File: config.mk
export PLATFORM = sky130hd
export DESIGN_NAME = lsot_mul
export DESIGN_NICKNAME = d
export VERILOG_FILES = /design/src/lsot_pkg.sv /design/src/lsot_mul.sv
export SDC_FILE = /design/constraint.sdc
export NUM_CORES = 2
export LEC_CHECK = 0
export BUFFER_PORTS_ARGS = -buffer_cell sky130_fd_sc_hd__buf_2
export CORE_UTILIZATION = 50
export CTS_CLUSTER_SIZE = 40
export DETAILED_ROUTE_END_ITERATION = 16
export PLACE_DENSITY = 0.69
export SYNTH_ARGS = -nofsm -noshare
export SYNTH_HDL_FRONTEND = slang
export SYNTH_SLANG_ARGS = --single-unit
File: constraint.sdc
create_clock -name clk -period 6.7 [get_ports clk]
set_input_delay 0.67 -clock clk [delete_from_list [all_inputs] [get_ports clk]]
set_output_delay 0.67 -clock clk [all_outputs]
set_load 0.005 [all_outputs]
File: src/lsot_pkg.sv
// Shared types, widths and the control program of the trajectory generator.
// Used by the multiplier unit and the top level.
package lsot_pkg;

  localparam int FRAC_BITS_DEF = 16;

  // datapath widths (fixed by the 32-bit fields and the 2^39 product cap)
  localparam int GW   = 32;          // gain register
  localparam int HALF = 16;          // gain split for the partial products
  localparam int XW   = 41;          // signed multiplier operand
  localparam int PMW  = 40;          // product magnitude, capped at 2^39
  localparam int AW   = 42;          // signed accumulator
  localparam int PW   = XW + HALF;   // one partial product
  localparam int FW   = PW + HALF + 1;

  localparam int CFG_IW = 3;
  localparam int CFG_DW = 32;

  typedef enum logic [CFG_IW-1:0] {
    REG_GAIN_POS  = 3'd0,
    REG_GAIN_VEL  = 3'd1,
    REG_ACCEL_LIM = 3'd2,
    REG_VEL_LIM   = 3'd3,
    REG_STEP_TIME = 3'd4
  } cfg_reg_t;

  typedef enum logic [1:0] {
    REQ_TICK    = 2'd0,
    REQ_SET_CMD = 2'd1,
    REQ_FORCE   = 2'd2,
    REQ_ABORT   = 2'd3
  } req_t;

  // multiplier unit micro-ops
  typedef enum logic [2:0] {
    MOP_NONE, MOP_LOAD, MOP_HI, MOP_LO, MOP_FIN
  } mop_t;

  typedef enum logic [1:0] {
    G_KP, G_KV, G_DT
  } gsel_t;

  // operand register updates
  typedef enum logic [2:0] {
    XOP_NONE, XOP_ERR, XOP_VEL, XOP_CLAMP_A, XOP_CLAMP_V, XOP_CMD_DPOS, XOP_SUB_NPOS
  } xop_t;

  // accumulator updates
  typedef enum logic [2:0] {
    AOP_NONE, AOP_SETP, AOP_SUBP, AOP_VADDP, AOP_PADDP
  } aop_t;

  typedef enum logic [1:0] {
    JMP_NEXT, JMP_ALWAYS, JMP_IF_PASS, JMP_DONE
  } jmp_t;

  localparam int PROG_LEN = 25;
  localparam int PCW      = $clog2(PROG_LEN);

  localparam logic [PCW-1:0] STEP_GAIN_LOOP = PCW'(1);
  localparam logic [PCW-1:0] STEP_OUT       = PCW'(24);

  typedef struct packed {
    mop_t           mop;
    gsel_t          gsel;
    xop_t           xop;
    aop_t           aop;
    logic           wr_nvel;
    logic           wr_dpos;
    logic           wr_npos;
    logic           set_pass;
    jmp_t           jmp;
    logic [PCW-1:0] target;
  } ctl_word_t;

  typedef struct packed {
    logic           neg;
    logic [PMW-1:0] mag;
  } mul_res_t;

  // Steps 1..9 form k1*x - k2*v; run once for the acceleration and once
  // (pass set) for the corrected acceleration.
  localparam ctl_word_t PROGRAM [PROG_LEN] = '{
    '{MOP_NONE, G_KP, XOP_ERR,      AOP_NONE,  1'b0, 1'b0, 1'b0, 1'b0, JMP_NEXT,    '0},
    '{MOP_LOAD, G_KP, XOP_NONE,     AOP_NONE,  1'b0, 1'b0, 1'b0, 1'b0, JMP_NEXT,    '0},
    '{MOP_HI,   G_KP, XOP_NONE,     AOP_NONE,  1'b0, 1'b0, 1'b0, 1'b0, JMP_NEXT,    '0},
    '{MOP_LO,   G_KP, XOP_NONE,     AOP_NONE,  1'b0, 1'b0, 1'b0, 1'b0, JMP_NEXT,    '0},
    '{MOP_FIN,  G_KP, XOP_VEL,      AOP_NONE,  1'b0, 1'b0, 1'b0, 1'b0, JMP_NEXT,    '0},
    '{MOP_LOAD, G_KV, XOP_NONE,     AOP_SETP,  1'b0, 1'b0, 1'b0, 1'b0, JMP_NEXT,    '0},
    '{MOP_HI,   G_KV, XOP_NONE,     AOP_NONE,  1'b0, 1'b0, 1'b0, 1'b0, JMP_NEXT,    '0},
    '{MOP_LO,   G_KV, XOP_NONE,     AOP_NONE,  1'b0, 1'b0, 1'b0, 1'b0, JMP_NEXT,    '0},
    '{MOP_FIN,  G_KV, XOP_NONE,     AOP_NONE,  1'b0, 1'b0, 1'b0, 1'b0, JMP_NEXT,    '0},
    '{MOP_NONE, G_KV, XOP_NONE,     AOP_SUBP,  1'b0, 1'b0, 1'b0, 1'b0, JMP_IF_PASS,
      STEP_OUT},
    '{MOP_NONE, G_DT, XOP_CLAMP_A,  AOP_NONE,  1'b0, 1'b0, 1'b0, 1'b0, JMP_NEXT,    '0},
    '{MOP_LOAD, G_DT, XOP_NONE,     AOP_NONE,  1'b0, 1'b0, 1'b0, 1'b0, JMP_NEXT,    '0},
    '{MOP_HI,   G_DT, XOP_NONE,     AOP_NONE,  1'b0, 1'b0, 1'b0, 1'b0, JMP_NEXT,    '0},
    '{MOP_LO,   G_DT, XOP_NONE,     AOP_NONE,  1'b0, 1'b0, 1'b0, 1'b0, JMP_NEXT,    '0},
    '{MOP_FIN,  G_DT, XOP_NONE,     AOP_NONE,  1'b0, 1'b0, 1'b0, 1'b0, JMP_NEXT,    '0},
    '{MOP_NONE, G_DT, XOP_NONE,     AOP_VADDP, 1'b0, 1'b0, 1'b0, 1'b0, JMP_NEXT,    '0},
    '{MOP_NONE, G_DT, XOP_CLAMP_V,  AOP_NONE,  1'b1, 1'b0, 1'b0, 1'b0, JMP_NEXT,    '0},
    '{MOP_LOAD, G_DT, XOP_NONE,     AOP_NONE,  1'b0, 1'b0, 1'b0, 1'b0, JMP_NEXT,    '0},
    '{MOP_HI,   G_DT, XOP_NONE,     AOP_NONE,  1'b0, 1'b0, 1'b0, 1'b0, JMP_NEXT,    '0},
    '{MOP_LO,   G_DT, XOP_NONE,     AOP_NONE,  1'b0, 1'b0, 1'b0, 1'b0, JMP_NEXT,    '0},
    '{MOP_FIN,  G_DT, XOP_NONE,     AOP_NONE,  1'b0, 1'b0, 1'b0, 1'b0, JMP_NEXT,    '0},
    '{MOP_NONE, G_DT, XOP_NONE,     AOP_PADDP, 1'b0, 1'b1, 1'b0, 1'b0, JMP_NEXT,    '0},
    '{MOP_NONE, G_DT, XOP_CMD_DPOS, AOP_NONE,  1'b0, 1'b0, 1'b1, 1'b0, JMP_NEXT,    '0},
    '{MOP_NONE, G_KP, XOP_SUB_NPOS, AOP_NONE,  1'b0, 1'b0, 1'b0, 1'b1, JMP_ALWAYS,
      STEP_GAIN_LOOP},
    '{MOP_NONE, G_KP, XOP_NONE,     AOP_NONE,  1'b0, 1'b0, 1'b0, 1'b0, JMP_DONE,    '0}
  };

endpackage

File: src/lsot_mul.sv
// Shared saturating Q multiplier: gain (unsigned 32) times signed operand,
// one 41x16 partial product per step. Depends on lsot_pkg.
module lsot_mul #(
  parameter int FRAC_BITS = lsot_pkg::FRAC_BITS_DEF
) (
  input  logic                             clk,
  input  lsot_pkg::mop_t                   op,
  input  logic signed [lsot_pkg::XW-1:0]   x,
  input  logic [lsot_pkg::GW-1:0]          gain,
  output lsot_pkg::mul_res_t               res
);

  localparam int XW   = lsot_pkg::XW;
  localparam int PW   = lsot_pkg::PW;
  localparam int FW   = lsot_pkg::FW;
  localparam int PMW  = lsot_pkg::PMW;
  localparam int GW   = lsot_pkg::GW;
  localparam int HALF = lsot_pkg::HALF;

  // upper partial product this large already means a capped result
  localparam logic [PW-1:0] HI_CAP = PW'(1) << (23 + FRAC_BITS);
  localparam logic [FW-1:0] Q_CAP  = FW'(1) << (PMW - 1);

  logic [XW-1:0]  mag_r;
  logic           neg_r;
  logic [GW-1:0]  gain_r;
  logic [PW-1:0]  ph_r;
  logic [PW-1:0]  pl_r;
  logic [PMW-1:0] pm_r;
  logic           pneg_r;

  logic [FW-1:0]  full;
  logic [FW-1:0]  quo;
  logic [PMW-1:0] fin_mag;

  always_comb begin
    full    = FW'({ph_r, {HALF{1'b0}}}) + FW'(pl_r);
    quo     = full >> FRAC_BITS;
    fin_mag = (ph_r >= HI_CAP || quo > Q_CAP) ? PMW'(Q_CAP) : PMW'(quo);
  end

  always_ff @(posedge clk) begin
    unique case (op)
      lsot_pkg::MOP_LOAD: begin
        mag_r  <= x[XW-1] ? XW'(-x) : XW'(x);
        neg_r  <= x[XW-1];
        gain_r <= gain;
      end
      lsot_pkg::MOP_HI: ph_r <= PW'(mag_r) * PW'(gain_r[GW-1:HALF]);
      lsot_pkg::MOP_LO: pl_r <= PW'(mag_r) * PW'(gain_r[HALF-1:0]);
      lsot_pkg::MOP_FIN: begin
        pm_r   <= fin_mag;
        pneg_r <= neg_r;
      end
      lsot_pkg::MOP_NONE: ;
      default: ;
    endcase
  end

  assign res = '{neg: pneg_r, mag: pm_r};

endmodule

==> results.toml <==
[yosys]
synthTopCellsByArea = "fa_1 (44%), edfxtp_1 (13%), inv_1 (9.2%)"
synthCells = 5370
synth-seq-area-share_pct = 12.9
synth_cell_types = 72
synth_top_flop_cell = "edfxtp_1"
ys_ff_latch = 213
syn_nets = 6832
syn_area_per_cell_um2 = 9.24
syn-cell-area_mm2 = 0.0496
synthArstFlopShare_pct = 0
synth-edff-count = 213
synth_common_cells = "inv_1 (1219), fa_1 (1088), nand2_1 (1001)"
yosysWarningCount = 0
synthDominantCellAreaShare_pct = 43.9
yosysTopAreaCell = "fa_1"
post-synth-top-count-cell = "inv_1"

[worst_setup_path]
cpPeakStageDelay_ns = 0.56
r2r_start = "gain_r[4]"
critical_path.top_delay_family = "adder cells"
cp_max_fo = 6
crit_slowest_cell = "fa_1"
arrival_ns = 7.35
path_buf_inv = 5
crit_type = "reg -> reg"
path_common_cell = "fa_1"
startpoint = "gain_r[4]"
startpoint_type = "flip-flop"
end_kind = "flip-flop"
crit_required_ns = 7.05

[drt]
highest_layer = "met4"
drt_iter0_drc = 2180
met2WireLength_mm = 65.8
ant_nets = 0
met1Wirelength_mm = 51.3
wl_per_cell_um = 18.7
routed_wl_mm = 132
drt_pass1_iterations = 6
viasPerCell = 5.31
vias = 37500
met3_length_mm = 6.96
detail_route.drc_violations = 0

[clock_tree]
ctsHoldBuffers = 0
numCtsBuffers = 27
max-clock-path-buffers = 3
cts_tree = "built"
h-tree-depth = 1
cts.sinks = 213
cts-root-buf = "clkbuf_16"
clk_latency_ns = 0.61
clk_pin_slew_worst_paths_ns = 0.06

[timing]
slew_viol_final = 0
rsz0062_at_grt = "yes"
setup_violations = 26
finalWorstSetupSlack_ns = -0.303
final.min_clock_period_ns = 7.00
finalHoldWorstSlack_ns = 0.232
worst_slew_pin_slew_ns = 1.22
skew_ns = 0.0245
fin_crit_sh_pct = 105
finalHoldViolCount = 0
max_slew_margin_pct = 18.9
fmax_mhz = 143

[hold_path]
hp-class = "in -> reg"
min_from = "gain[9]"

[grt]
track_usage_pct = 27.0
antenna_found_initial = 0
grt_pass1_wl_mm = 212
overflow = 0
grt_max_degree = 64
grt_pass1_vias = 40200

[place]
portBuffers = 117
gp_congestion = 0.911
hpwl_mm = 108

[cells_and_area]
drive_gt1_share_pct = 15.0
nets = 7209
syn_to_final_growth_pct = 16.4
diodes = 0

[job]
drv_cap = 0

[die]
start_util_pct = 50.5
core.rowCount = 115
dieArea_mm2 = 0.100
ios = 118
die_w_um = 317
die_h_um = 317
core_area_mm2 = 0.0983

[status]
run_status = "complete, but fails checks"
violations = "setup timing"
-- state kept, by name (all words and copies together), names as in the netlist --
name	count
mag_r	41
pm_r	40
pl_r	41
pneg_r	1
ph_r	57
neg_r	1
gain_r	32
-- per-stage QoR --
stage	instances	instance area, um^2	setup TNS [ns]	utilization, %	setup WS (ns)
2_1_floorplan	5370	49700	0	-	0.00274
3_3_place_gp	6954	55100	-6.93	56.1	-0.463
3_5_place_dp	6954	55100	-9.94	56.1	-0.644
4_1_cts	7028	57000	-2.53	58.0	-0.348
5_1_grt	7055	57700	-9.55	58.7	-0.506
6_report	7055	57700	-3.49	58.7	-0.303
-- what timing repair did --
item                       CTS  global route
resized for setup          130           115
pin swaps                   63            78
setup buffers               34            31
cloned                       1             3
setup endpoints to repair   34            48
-- kinds of logic (layout without fill, tap and decap cells) --
kind of cell,count (synthesis),count (layout),share of synthesized area (%)
buf+inv,1494,1892,11.3
xor+xnor,158,158,2.79
simple gates,1698,1698,16.0
fa+ha+maj,1385,1385,51.4
compound gates,422,422,5.58
flops,213,213,12.9
-- metal layers --
metal / track usage, % / vias to the layer above
met4: 13.3 / 0
met3: 2.60 / 325
li1: - / 16800
met2: 46.0 / 1192
met5: 0 / -
met1: 34.4 / 19200
-- worst paths after layout --
path | endpoint | slack [ns] | cells past startpoint
setup / recovery | pl_r[45] | -0.30 | 25
hold / removal | gain_r[9] | 0.23 | 1
setup reg to reg | pl_r[45] | -0.30 | 25
hold reg to reg | pneg_r | 0.43 | 0
-- layout make-up --
type	instances	area, um^2
tap	1287	1610
multi-input combinational	3663	38700
clock inverter	22	233
clock buffer	28	679
inverter	1219	4580
sequential	213	6400
timing repair buffer	623	5500
fill	8308	40600
-- placed cells by master, fill, tap and decap left out, drive strengths merged, types with 11 or more instances in the layout --
cell and count:
nor4 11, a31oi 14, xnor2 113, o21ai 78
and3 21, and2 414, nor2 81, fa 1088
inv 1224, a21oi 128, nand2b 16, a21o 62
buf 619, o31ai 15, o41ai 13, nand4 19
nand3 24, o21bai 13, ha 297, nor3 39
o21a 22, edfxtp 213, nor2b 13, clkbuf 31
nor3b 22, xor2 45, a211oi 16, nand2 1001
o211ai 12
Power is left out: the tool's default activity adds up to more than one toggle a clock period on the data nets, which glitch-free logic cannot reach.
